### config.mk
export PLATFORM = sky130hd
export DESIGN_NAME = rtmi_mul
export DESIGN_NICKNAME = d
export VERILOG_FILES = /design/src/rtl/assert_macros.svh /design/src/rtl/rtmi_mul.sv
export SDC_FILE = /design/constraint.sdc
export NUM_CORES = 2
export LEC_CHECK = 0
export BUFFER_PORTS_ARGS = -buffer_cell sky130_fd_sc_hd__buf_4
export CAP_MARGIN = 5
export CORE_UTILIZATION = 36
export CTS_BUF_LIST = sky130_fd_sc_hd__clkbuf_2
export DETAILED_ROUTE_END_ITERATION = 12
export SETUP_SLACK_MARGIN = 0.5
export SKIP_CTS_REPAIR_TIMING = 1
export SLEW_MARGIN = 20
export SYNTH_ARGS = -nofsm -noshare
export SYNTH_HDL_FRONTEND = slang
export SYNTH_SLANG_ARGS = --single-unit
### constraint.sdc
create_clock -name i_clk -period 11.5 [get_ports i_clk]
set_clock_uncertainty 0.15 [all_clocks]
set_input_delay 1.725 -clock i_clk [delete_from_list [all_inputs] [get_ports i_clk]]
set_output_delay 1.725 -clock i_clk [all_outputs]
set_load 0.01 [all_outputs]
### src/rtl/assert_macros.svh
// assertion helpers, clocked on i_clk and disabled in reset
`ifndef ASSERT_MACROS_SVH
`define ASSERT_MACROS_SVH
`ifndef SYNTH
`define RTMI_ASSERT_IMPLY(lbl, ante, cons) \
    lbl: assert property (@(posedge i_clk) disable iff (!i_rst_n) (ante) |-> (cons)) \
        else $error("assertion failed");
`define RTMI_ASSERT_NEXT(lbl, ante, cons) \
    lbl: assert property (@(posedge i_clk) disable iff (!i_rst_n) (ante) |=> (cons)) \
        else $error("assertion failed");
`else
`define RTMI_ASSERT_IMPLY(lbl, ante, cons)
`define RTMI_ASSERT_NEXT(lbl, ante, cons)
`endif
`endif

### src/rtl/rtmi_mul.sv
// ----------------------------------------------------------------------------
// rtmi_mul
// shared fixed point multiplier: registered product, floor shift, saturate
// ----------------------------------------------------------------------------
`default_nettype none
module rtmi_mul #(
    parameter int FRAC_BITS = 16
) (
    input  wire logic               i_clk,
    input  wire logic signed [31:0] i_a,
    input  wire logic signed [31:0] i_b,
    output logic signed [31:0]      o_res
);
    logic signed [63:0] r_prod;
    logic signed [63:0] shifted;

    always_ff @(posedge i_clk) begin
        r_prod <= i_a * i_b;
    end

    always_comb begin
        shifted = r_prod >>> FRAC_BITS;
        if (shifted > 64'sd2147483647) begin
            o_res = 32'sh7fff_ffff;
        end else if (shifted < -64'sd2147483648) begin
            o_res = 32'sh8000_0000;
        end else begin
            o_res = shifted[31:0];
        end
    end
endmodule
`default_nettype wire

# After elaboration in Yosys (flattened, before gate mapping)
# Cells that the tools add are included.
[totals] reg_bits=64 in_bits=65 out_inout_bits=32 wordCells=6
[op_classes] n_mul=1 order_cmp=2 mux=2
[op_table] cell="$mul A32 B32 Y64" n=1
[op_table] cell="$mux W32" n=2
[op_table] cell="$gt A48 B32 Y1 const B" n=1
[op_table] cell="$lt A48 B32 Y1 const B" n=1

# Logic depth before layout (Yosys ltp)
[logic_depth] word_depth=3 depth_mapped=28 ltp_nobuf=27

# Worst setup path before layout
# OpenSTA, ideal clock, no wires.
[synth_timing] path_type="input-to-reg" startpoint="input i_a[31]" endpoint="register r_prod[57]" setup_ns=0.072 t_arrival_ns=9.012 required_ns=11.278 setup_slack_ns=2.266 stages=25 path_buffers=1 path_cell_list="clkbuf_1 > nand2_1 > inv_1 > fa_1 > inv_1 > fa_1 > inv_1 > fa_1 > fa_1 > inv_1 > fa_1 > inv_1 > fa_1 > fa_1 > fa_1 > ha_1 > and2_1 > and3_1 > nand4_1 > nor2_1 > a2111oi_0 > a211oi_1 > a311o_1 > a211oi_2 > xnor2_1"
[synth_between] elab_chain_cells=1
[synth_rtl] element="start, declared" line="rtmi_mul.sv:10" rtl="input wire logic signed [31:0] i_a,"
[synth_rtl] element="$mul A32 B32 Y64" line="rtmi_mul.sv:18" rtl="r_prod <= i_a * i_b;"
[synth_rtl] element="end signal, assigned" line="rtmi_mul.sv:18"
[synth_rtl] element="end, declared" line="rtmi_mul.sv:14" rtl="logic signed [63:0] r_prod;"
# Every way passes these cells.

# Final worst setup path
[layout_timing] startpoint="input i_b[5]" endpoint="register r_prod[57]"
[layout_between] elab_chain_cells=1
[layout_rtl] element="start, declared" line="rtmi_mul.sv:11" rtl="input wire logic signed [31:0] i_b,"
[layout_rtl] element="$mul A32 B32 Y64" line="rtmi_mul.sv:18"
# Every way passes these cells.

==> results.ini <==
[grt]
grt_overflow = 0
antenna_found_initial = 2
grt_pass1_vias = 28400
grt_max_degree = 33
grt_pass1_wl_mm = 158
track_usage_pct = 19.8

[synthesis]
synth_seq_cells = 48
synth_ff_type = dfxtp_1
ys_seq_area_share_pct = 2.60
yosysTopAreaCell = fa_1
synth_cell_types = 69
netlist_top_cells_area = fa_1 (58%), inv_1 (9.8%), and2_1 (8.7%)
synth_cells = 3906
yosysWarnings = 0
syn-num-nets = 5232
async_flop_share_pct = 0
synth_edf_count = 0
synth_area_per_cell_um2 = 9.48
synth_top_area_share_pct = 58.4
syn_area_mm2 = 0.0370

[clock_tree]
tritoncts = done
htree_levels = 2
cts_inserted_buffers = 5
clk_path_buf_depth = 2
cts-root-buf = clkbuf_2
clock-sinks = 48
clk_pin_slew_worst_paths_ns = 0.30

[finish]
largest_reg_flops = 48
reg.largest.list = r_prod: 48 flops
nets = 5130
final.fill_count = 10400
final_common_cell = fa_1
syn2layout_area_growth_pct = 4.75
final_cell_mix = fa_1 (1081), inv_1 (969), nand2_1 (521)
regMostFlops = r_prod
drive_gt1_share_pct = 3.42
final_cells = 5175

[placement]
dp_hpwl_mm = 81.3
port_buffers = 96
place.gp.congestion = 0.878
place_inst = 5165

[die]
design.portCount = 97
die_area_mm2 = 0.104
fp.dieH_um = 323
coreArea_mm2 = 0.102
core.rowCount = 117
dieWidth_um = 323
start_util_pct = 36.3

[sta]
fin_crit_ns = 9.53
worst_pin_slew_ns = 1.10
rsz0062_at_grt = false
fmax_ghz = 0.105
setup_viol = 0
max-slew-margin-rel_pct = 26.5
slew_violations = 0
hold_violations = 0
period_share_pct = 82.8
finalSetupTns_ns = 0

[route]
drt_iter0_markers = 1305
via_count = 25200
wl_mm = 96.6
ant_nets = 0
via_per_inst = 4.86
post_drt_wl_per_cell_um = 18.7
first_pass_iters = 7
drc_errors = 0

[worst_setup_path]
endpoint = r_prod[57]$_DFF_P_
cp_max_fo = 32
critPathKind = primary input to flip-flop
critPathLaunchType = primary input
crit_path_end_kind = flip-flop
cp-startpoint = i_b[5]
critPathRequiredTime_ns = 11.83
crit_arrival_ns = 9.86

[run]
drv_cap = 0

[outcome]
outcome = finished, final reports clean

[worst_hold_path]
hold_path_class = primary input to flip-flop

## final cells by class
type | instances | area [um2] | share of cell area, %
clock inverters | 2 | 16.3 | 0.0419
multi-input cells | 2679 | 31700 | 81.6
diodes | 2 | 5.00 | 0.0129
flip-flops and latches | 48 | 961 | 2.48
clock buffers | 6 | 30.0 | 0.0774
repair buffers | 101 | 758 | 1.96
well taps | 1368 | 1710 | 4.41
inverters | 969 | 3640 | 9.38
## how the worst min path moves through the flow
stage                               to          startpoint  slack, ns  cells after the start
floorplan                    o_res[31]  r_prod[63]$_DFF_P_       1.98                      1
global placement             o_res[12]  r_prod[28]$_DFF_P_       2.08                      2
detailed placement           o_res[12]  r_prod[28]$_DFF_P_       2.07                      2
CTS                 r_prod[18]$_DFF_P_              i_b[0]       2.01                      6
global route        r_prod[18]$_DFF_P_              i_b[0]       2.08                      6
finish              r_prod[18]$_DFF_P_              i_b[1]       2.07                      6
## worst max-delay path, stage by stage
cell and delay [ns]:
buf_4 0.31, nand2_1 0.20, inv_1 0.12, fa_1 0.40, inv_1 0.27, fa_1 0.47
inv_1 0.22, fa_1 0.50, fa_1 0.84, inv_1 0.37, fa_1 0.57, inv_1 0.06
fa_1 0.55, fa_1 0.43, fa_1 0.47, ha_1 0.36, and2_1 0.24, and3_1 0.23
nand4_1 0.12, nor2_1 0.05, a2111oi_0 0.47, a211oi_1 0.17, a311o_1 0.30, a211oi_2 0.23
xnor2_1 0.13
## Yosys cell counts, drive strengths merged, types with 3 or more instances
library cell and number:
nor2b 4, xor2 24, nand2b 11, nand4 14, clkbuf 207, nand3 14, nor4 5, xnor2 38
nor2 53, a21o 58, o21a 5, nor3 6, a211oi 9, o211ai 4, and3 7, ha 180
a21oi 52, nand2 521, a31oi 4, dfxtp 48, inv 969, o21ai 30, o21bai 6, and2 514
buf 3, a21boi 3, fa 1081
## through the flow
step	utilization [%]	hold slack, ns	setup slack [ns]	cell area [um2]
after floorplan	-	1.98	2.27	37000
final	38.1	2.07	1.97	38800
after CTS	38.1	2.01	2.08	38800
after detailed placement	38.0	2.07	1.46	38700
after global routing	38.1	2.08	1.50	38800
after global placement	38.0	2.08	1.62	38700
## kinds of logic (layout without fill, tap and decap cells)
| kind of cell | after synthesis | in the layout | share of synthesized area [%] |
|---|---|---|---|
| adder cells (fa/ha/maj) | 1261 | 1261 | 64.5 |
| AO/OA/AOI/OAI | 197 | 197 | 3.72 |
| AND/OR/NAND/NOR | 1158 | 1158 | 15.7 |
| flip-flops | 48 | 48 | 2.60 |
| buffers and inverters | 1179 | 1078 | 12.0 |
| XOR/XNOR | 62 | 62 | 1.47 |
| other | 0 | 2 | 0 |
| multiplexers | 1 | 1 | 0.0270 |
## routing by layer
layer | GRT usage (%) | vias up | share of wire (%)
met2 | 36.3 | 588 | 53
met4 | 6.91 | 0 | 3.8
li1 | - | 10900 | -
met3 | 2.29 | 137 | 4.5
met1 | 23.9 | 13600 | 38
met5 | 0 | - | 0
Power is not shown: default switching activity piles up to over one toggle a cycle in this logic, so the estimate is an artifact.
