$ cat src/rtl/assert_macros.svh
// assertion helpers, clocked on i_clk and disabled in reset
`ifndef ASSERT_MACROS_SVH
`define ASSERT_MACROS_SVH
`ifndef SYNTH
`define RTMI_ASSERT_IMPLY(lbl, ante, cons) \
    lbl: assert property (@(posedge i_clk) disable iff (!i_rst_n) (ante) |-> (cons)) \
        else $error("assertion failed");
`define RTMI_ASSERT_NEXT(lbl, ante, cons) \
    lbl: assert property (@(posedge i_clk) disable iff (!i_rst_n) (ante) |=> (cons)) \
        else $error("assertion failed");
`else
`define RTMI_ASSERT_IMPLY(lbl, ante, cons)
`define RTMI_ASSERT_NEXT(lbl, ante, cons)
`endif
`endif

$ cat src/rtl/rtmi_div.sv
// ----------------------------------------------------------------------------
// rtmi_div
// radix-2 restoring divider: num * 2^frac / den, den positive, saturated
// ----------------------------------------------------------------------------
`default_nettype none
module rtmi_div #(
    parameter int FRAC_BITS = 16
) (
    input  wire logic               i_clk,
    input  wire logic               i_rst_n,
    input  wire logic               i_start,
    input  wire logic signed [31:0] i_num,
    input  wire logic signed [31:0] i_den,
    output logic                    o_busy,
    output logic                    o_done,
    output logic signed [31:0]      o_quo
);
    localparam int NW = 32 + FRAC_BITS;
    localparam int CW = $clog2(NW + 1);
    localparam logic [NW-1:0] POS_LIM = NW'(64'h7fff_ffff);
    localparam logic [NW-1:0] NEG_LIM = NW'(64'h8000_0000);

    logic [NW-1:0] r_n;
    logic [NW-1:0] r_q;
    logic [31:0]   r_rem;
    logic [31:0]   r_den;
    logic          r_neg;
    logic [CW-1:0] r_cnt;
    logic          r_busy;
    logic          r_done;
    logic [31:0]   mag;
    logic [32:0]   rem_sh;
    logic          fits;
    logic [NW-1:0] q_neg;

    assign mag    = i_num[31] ? 32'(-i_num) : 32'(i_num);
    assign rem_sh = {r_rem, r_n[NW-1]};
    assign fits   = rem_sh >= {1'b0, r_den};

    always_ff @(posedge i_clk) begin
        if (!i_rst_n) begin
            r_busy <= 1'b0;
            r_done <= 1'b0;
            r_cnt  <= '0;
        end else begin
            r_done <= 1'b0;
            if (i_start) begin
                r_busy <= 1'b1;
                r_cnt  <= CW'(NW);
            end else if (r_busy) begin
                r_cnt <= r_cnt - 1'b1;
                if (r_cnt == CW'(1)) begin
                    r_busy <= 1'b0;
                    r_done <= 1'b1;
                end
            end
        end
    end

    always_ff @(posedge i_clk) begin
        if (i_start) begin
            r_n   <= {mag, {FRAC_BITS{1'b0}}};
            r_q   <= '0;
            r_rem <= '0;
            r_den <= i_den;
            r_neg <= i_num[31];
        end else if (r_busy) begin
            r_n   <= {r_n[NW-2:0], 1'b0};
            r_q   <= {r_q[NW-2:0], fits};
            r_rem <= fits ? 32'(rem_sh - {1'b0, r_den}) : rem_sh[31:0];
        end
    end

    always_comb begin
        q_neg = -r_q;
        if (r_neg) begin
            o_quo = (r_q > NEG_LIM) ? 32'sh8000_0000 : q_neg[31:0];
        end else begin
            o_quo = (r_q > POS_LIM) ? 32'sh7fff_ffff : r_q[31:0];
        end
    end

    assign o_busy = r_busy;
    assign o_done = r_done;
endmodule
`default_nettype wire

$ cat config.mk
export PLATFORM = sky130hd
export DESIGN_NAME = rtmi_div
export DESIGN_NICKNAME = d
export VERILOG_FILES = /design/src/rtl/assert_macros.svh /design/src/rtl/rtmi_div.sv
export SDC_FILE = /design/constraint.sdc
export NUM_CORES = 1
export LEC_CHECK = 0
export BUFFER_PORTS_ARGS = -buffer_cell sky130_fd_sc_hd__clkbuf_2
export CAP_MARGIN = 5
export CORE_MARGIN = 2
export CORE_UTILIZATION = 50
export CTS_CLUSTER_DIAMETER = 80
export DETAILED_ROUTE_END_ITERATION = 10
export PLACE_DENSITY = 0.82
export SYNTH_ARGS = -nofsm -noshare
export SYNTH_HDL_FRONTEND = slang
export SYNTH_SLANG_ARGS = --single-unit
$ cat constraint.sdc
create_clock -name i_clk -period 6.2 [get_ports i_clk]
set_input_delay 1.24 -clock i_clk [delete_from_list [all_inputs] [get_ports i_clk]]
set_output_delay 1.24 -clock i_clk [all_outputs]
set_load 0.005 [all_outputs]
Word-level counts from Yosys, hierarchy flattened
Cells that the tools add are included.

storage, ports and cells
  register bits = 153
  bits of input ports = 67
  output and inout bits = 34
  word-level logic and storage cells = 35

operators by class
  $add $sub $neg = 4
  $lt $le $gt $ge = 3
  equality and inequality tests = 1
  multiplexer cells = 13
  bitwise logic cells = 2
  reductions and logical operators = 3

operators with widths
  operator                                              number
  2-to-1 mux 32 bit                                     5
  2-to-1 mux 48 bit                                     2
  negation 32 bit                                       2
  > comparator 48 x 31 -> 1 bit, second input constant  1
  > comparator 48 x 32 -> 1 bit, second input constant  1
  greater-or-equal comparator 33 x 32 -> 1 bit          1
  subtractor 32 bit                                     1
  2-to-1 mux 6 bit                                      2
  equality test 6 x 1 -> 1 bit, second input constant   1
  subtractor 6 x 1 -> 6 bit, second input constant      1
  2-to-1 mux 1 bit                                      4
  OR reduction 3 bit                                    1
  NOT 1 bit                                             2
  nonzero test 2 bit                                    1
  OR reduction 2 bit                                    1

Logic depth before layout (Yosys ltp)
  word-level depth = 4
  gate-level depth with buffers = 15
  depth with buffers taken out = 12

Worst setup path before layout
OpenSTA, ideal clock, no wires.

  path type = reg2out
  start = reg r_q[0]
  end = out o_quo[19]
  arrival = 2970 ps
  data required time = 4960 ps
  slack = 1990 ps
  cell stages (with the launch flop) = 15
  buffers on the path = 3
  cell sequence = dfxtp_1 -> inv_1 -> ha_1 -> or3b_1 -> buf_2 -> or3_1 -> or3_1 -> buf_2 -> nor4_4 -> nand2_1 -> a21o_1 -> inv_2 -> nand2_4 -> buf_2 -> o311ai_1

between the ends
  longest elaborated chain between the ends = 3
  elaborated cells on any way between the ends = 6
  those cells by class = add/sub: 1; order compare: 2; mux: 3

ends and longest elaborated chain
  what                                                   line                            text
  start, declared                                        rtmi_div.sv:24                  logic [NW-1:0] r_q;
  start signal, assigned                                 rtmi_div.sv:69                  r_q <= {r_q[NW-2:0], fits};
  > comparator 48 x 31 -> 1 bit (tied with other cells)  rtmi_div.sv:79                  o_quo = (r_q > POS_LIM) ? 32'sh7fff_ffff : r_q[31:0];
  2-to-1 mux 32 bit, on equally long branches            rtmi_div.sv:79, rtmi_div.sv:77
  2-to-1 mux 32 bit *                                    rtmi_div.sv:76                  if (r_neg) begin
  end, declared                                          rtmi_div.sv:16                  output logic signed [31:0] o_quo

Every way passes the cells marked *; elsewhere a longest branch is shown, timed or not.

Final worst setup path
  start = reg r_q[1]
  end = out o_quo[7]

The elaborated chain is that of the path after synthesis.

==> results.ini <==
[yosys]
synth_top_area_cell = edfxtp_1
netlist_instances = 1044
synth_ff_type = dfxtp_1
yosysSeqAreaShare_pct = 40.5
syn_avg_cell_area_sq_um = 8.77
ys_types = 67
syn-num-nets = 1148
synth_most_common_cell = nor2_1
synth-edff-count = 65
synth_top_cells_by_count = nor2_1, nand2_1, dfxtp_1
synth-warning-count = 0
synth_top_cell_area_share_pct = 21.3
synthesis.area_sq_mm = 0.00916
ys_ff_latch = 153
async_flop_share_pct = 0
synth_area_leaders = edfxtp_1, dfxtp_1, nor2_1, mux2i_1, ha_1

[route]
drt_iter0_drc = 499
wirelength_microns = 19000
vias = 7599
wl_met1_microns = 9100
wl_met3_microns = 1020
postRouteAntennaNets = 0
viasPerCell = 5.65
drc_errors = 0
wl_per_cell_microns = 14.1
route.met2.wl_microns = 8640
top_layer = met4
drt_pass1_iterations = 5

[floorplanning]
die_x_microns = 139
core.rowCount = 49
die_area_sq_mm = 0.0194
start_util_pct = 51.0
die_h_microns = 139
core_area_sq_mm = 0.0180
io_pins = 101

[setup_path]
critical_path_required_ps = 4960
cpMostUsedCell = or3_1
cp_slowest_stage_delay_ps = 510
critPathCaptureType = primary output
critPathMaxFanout = 30
path_cells = inv_1 > ha_1 > or3b_1 > or3_1 > or3_1 > nor4_4 > nand2_1 > a21o_1 > inv_2 > nand2_4 > o311ai_1 > clkbuf_2
start_kind = flip-flop
cp.arrival_ps = 4280
worst_path_max_delay_cell = a21o_1
critical_path_class = reg -> out

[power]
total_leakage_power_nw = 4.43
ir_worst_vdd_mv = 0.195
p_per_area_mw_per_mm2 = 257

[grt]
antenna_found_initial = 0
gr-total-overflow = 0
grt_start_max_net_pins = 103
grt_pass1_wl_microns = 32500
first_global_vias = 7041
grt_usage_pct = 19.8

[sta]
finalHoldViolations = 0
maxSlewViolCount = 0
rsz0062_at_grt = false
relSlewSlack_pct = 26.7
setup_viol = 0
fmax_mhz = 181
hold_slack_ps = 498
setup_slack_ps = 678
fin_tns_setup_ps = 0
finClkSkew_ps = 11.4
fin_crit_sh_pct = 89.1
tightest_slew_ps = 1100
period_needed_ps = 5520

[final_layout]
synthToLayoutAreaGrowth_pct = 12.2
finalNetCount = 1207
antenna_cells = 0
drive_gt1_share_pct = 13.6
fin_area_sq_mm = 0.0103
final_util_pct = 57.2

[cts]
cts_inserted_buffers = 17
clockRootBuffer = clkbuf_16
cts_tree = built
ctsResizeCount = 0
clk_pin_slew_ps = 60
post_cts_buffers = 0
hold_buffers = 0
htreeDepth = 4
cts_sinks = 153
clk_latency_ps = 430
clk_path_buf_depth = 2

[place]
place_area_sq_mm = 0.00971
hpwl_microns = 13100
port_buffers = 100
post-place-ws_ps = 1180
gp_congestion = 0.869

[hold_path]
hold_path_class = reg -> reg

[run_status]
outcome = finished, final reports clean

[flow_run]
cap_violations = 0

-- per-stage QoR --
stage / power (mW) / instances
6_report: 2.64 / 1345
5_1_grt: 2.78 / 1345
4_1_cts: 2.66 / 1344
3_5_place_dp: 1.70 / 1312
3_3_place_gp: 1.69 / 1312
2_1_floorplan: 1.57 / 1044
-- state kept, by name, indices dropped and copies added, names as in the netlist --
signal  count
r_rem      32
o_busy      1
r_cnt       6
r_den      32
r_neg       1
r_q        48
o_done      1
r_n        32
-- layout by cell type, fill, tap and decap left out, drive strengths merged, types with 5 or more instances in the layout --
master / instances
nor2: 139
clkbuf: 121
nand2: 109
dfxtp: 88
edfxtp: 65
inv: 65
a21oi: 57
mux2i: 51
o21ai: 47
xor2: 42
ha: 36
o311ai: 28
a311oi: 22
nor3: 20
a21o: 20
xnor2: 19
or3: 18
nand3: 16
nor4: 15
o31ai: 14
or4: 12
nand2b: 9
a31oi: 9
o41ai: 8
clkinv: 7
nand4: 6
and3: 5
nor3b: 5
buf: 5
-- layer usage --
layer	up-vias	track usage (%)
met5	-	0
met2	208	31.4
met4	0	6.22
met3	21	3.75
met1	3485	27.4
li1	3885	-
-- cells by family (layout without fill, tap and decap cells) --
kind of cell | after synthesis | in the layout | synth area share (%)
AOI/OAI and AO/OA | 238 | 238 | 18.0
xor gates and xnor gates | 61 | 61 | 5.83
adders and majority gates | 37 | 37 | 5.14
buffers and inverters | 126 | 198 | 5.55
DFF | 153 | 153 | 40.5
muxes | 52 | 52 | 5.70
and+or+nand+nor | 377 | 377 | 19.3
-- power breakdown --
| part | internal [mW] | switching (mW) | total [mW] |
|---|---|---|---|
| clock | 0.546 | 0.404 | 0.950 |
| combinational | 0.222 | 0.301 | 0.522 |
| sequential | 1.12 | 0.0449 | 1.17 |
| total | 1.89 | 0.750 | 2.64 |
-- critical path: cells and delay by family (launching register included) --
family | cells | cell delay (ps)
DFF | 1 | 340
and+or+nand+nor | 6 | 1930
AOI/OAI and AO/OA | 2 | 930
buffers and inverters | 3 | 460
adders and majority gates | 1 | 190
-- area by class of cell --
cell class,count,area [sq um]
fill,1586,7680
multi-input combinational,765,4940
sequential,153,3720
timing repair buffer,104,557
clock buffer,22,475
tap,229,287
inverter,62,233
clock inverter,10,67.6
-- path summary, 6_finish.rpt --
path | slack, ps | endpoint | depth (start not counted) | start
hold reg to reg | 500 | r_rem[17] | 2 | r_rem[17]
setup reg to reg | 2480 | r_rem[21] | 12 | r_den[10]
setup / recovery | 680 | o_quo[7] | 12 | r_q[1]
hold / removal | 500 | r_rem[17] | 2 | r_rem[17]
(Power assumes the default switching activity.)
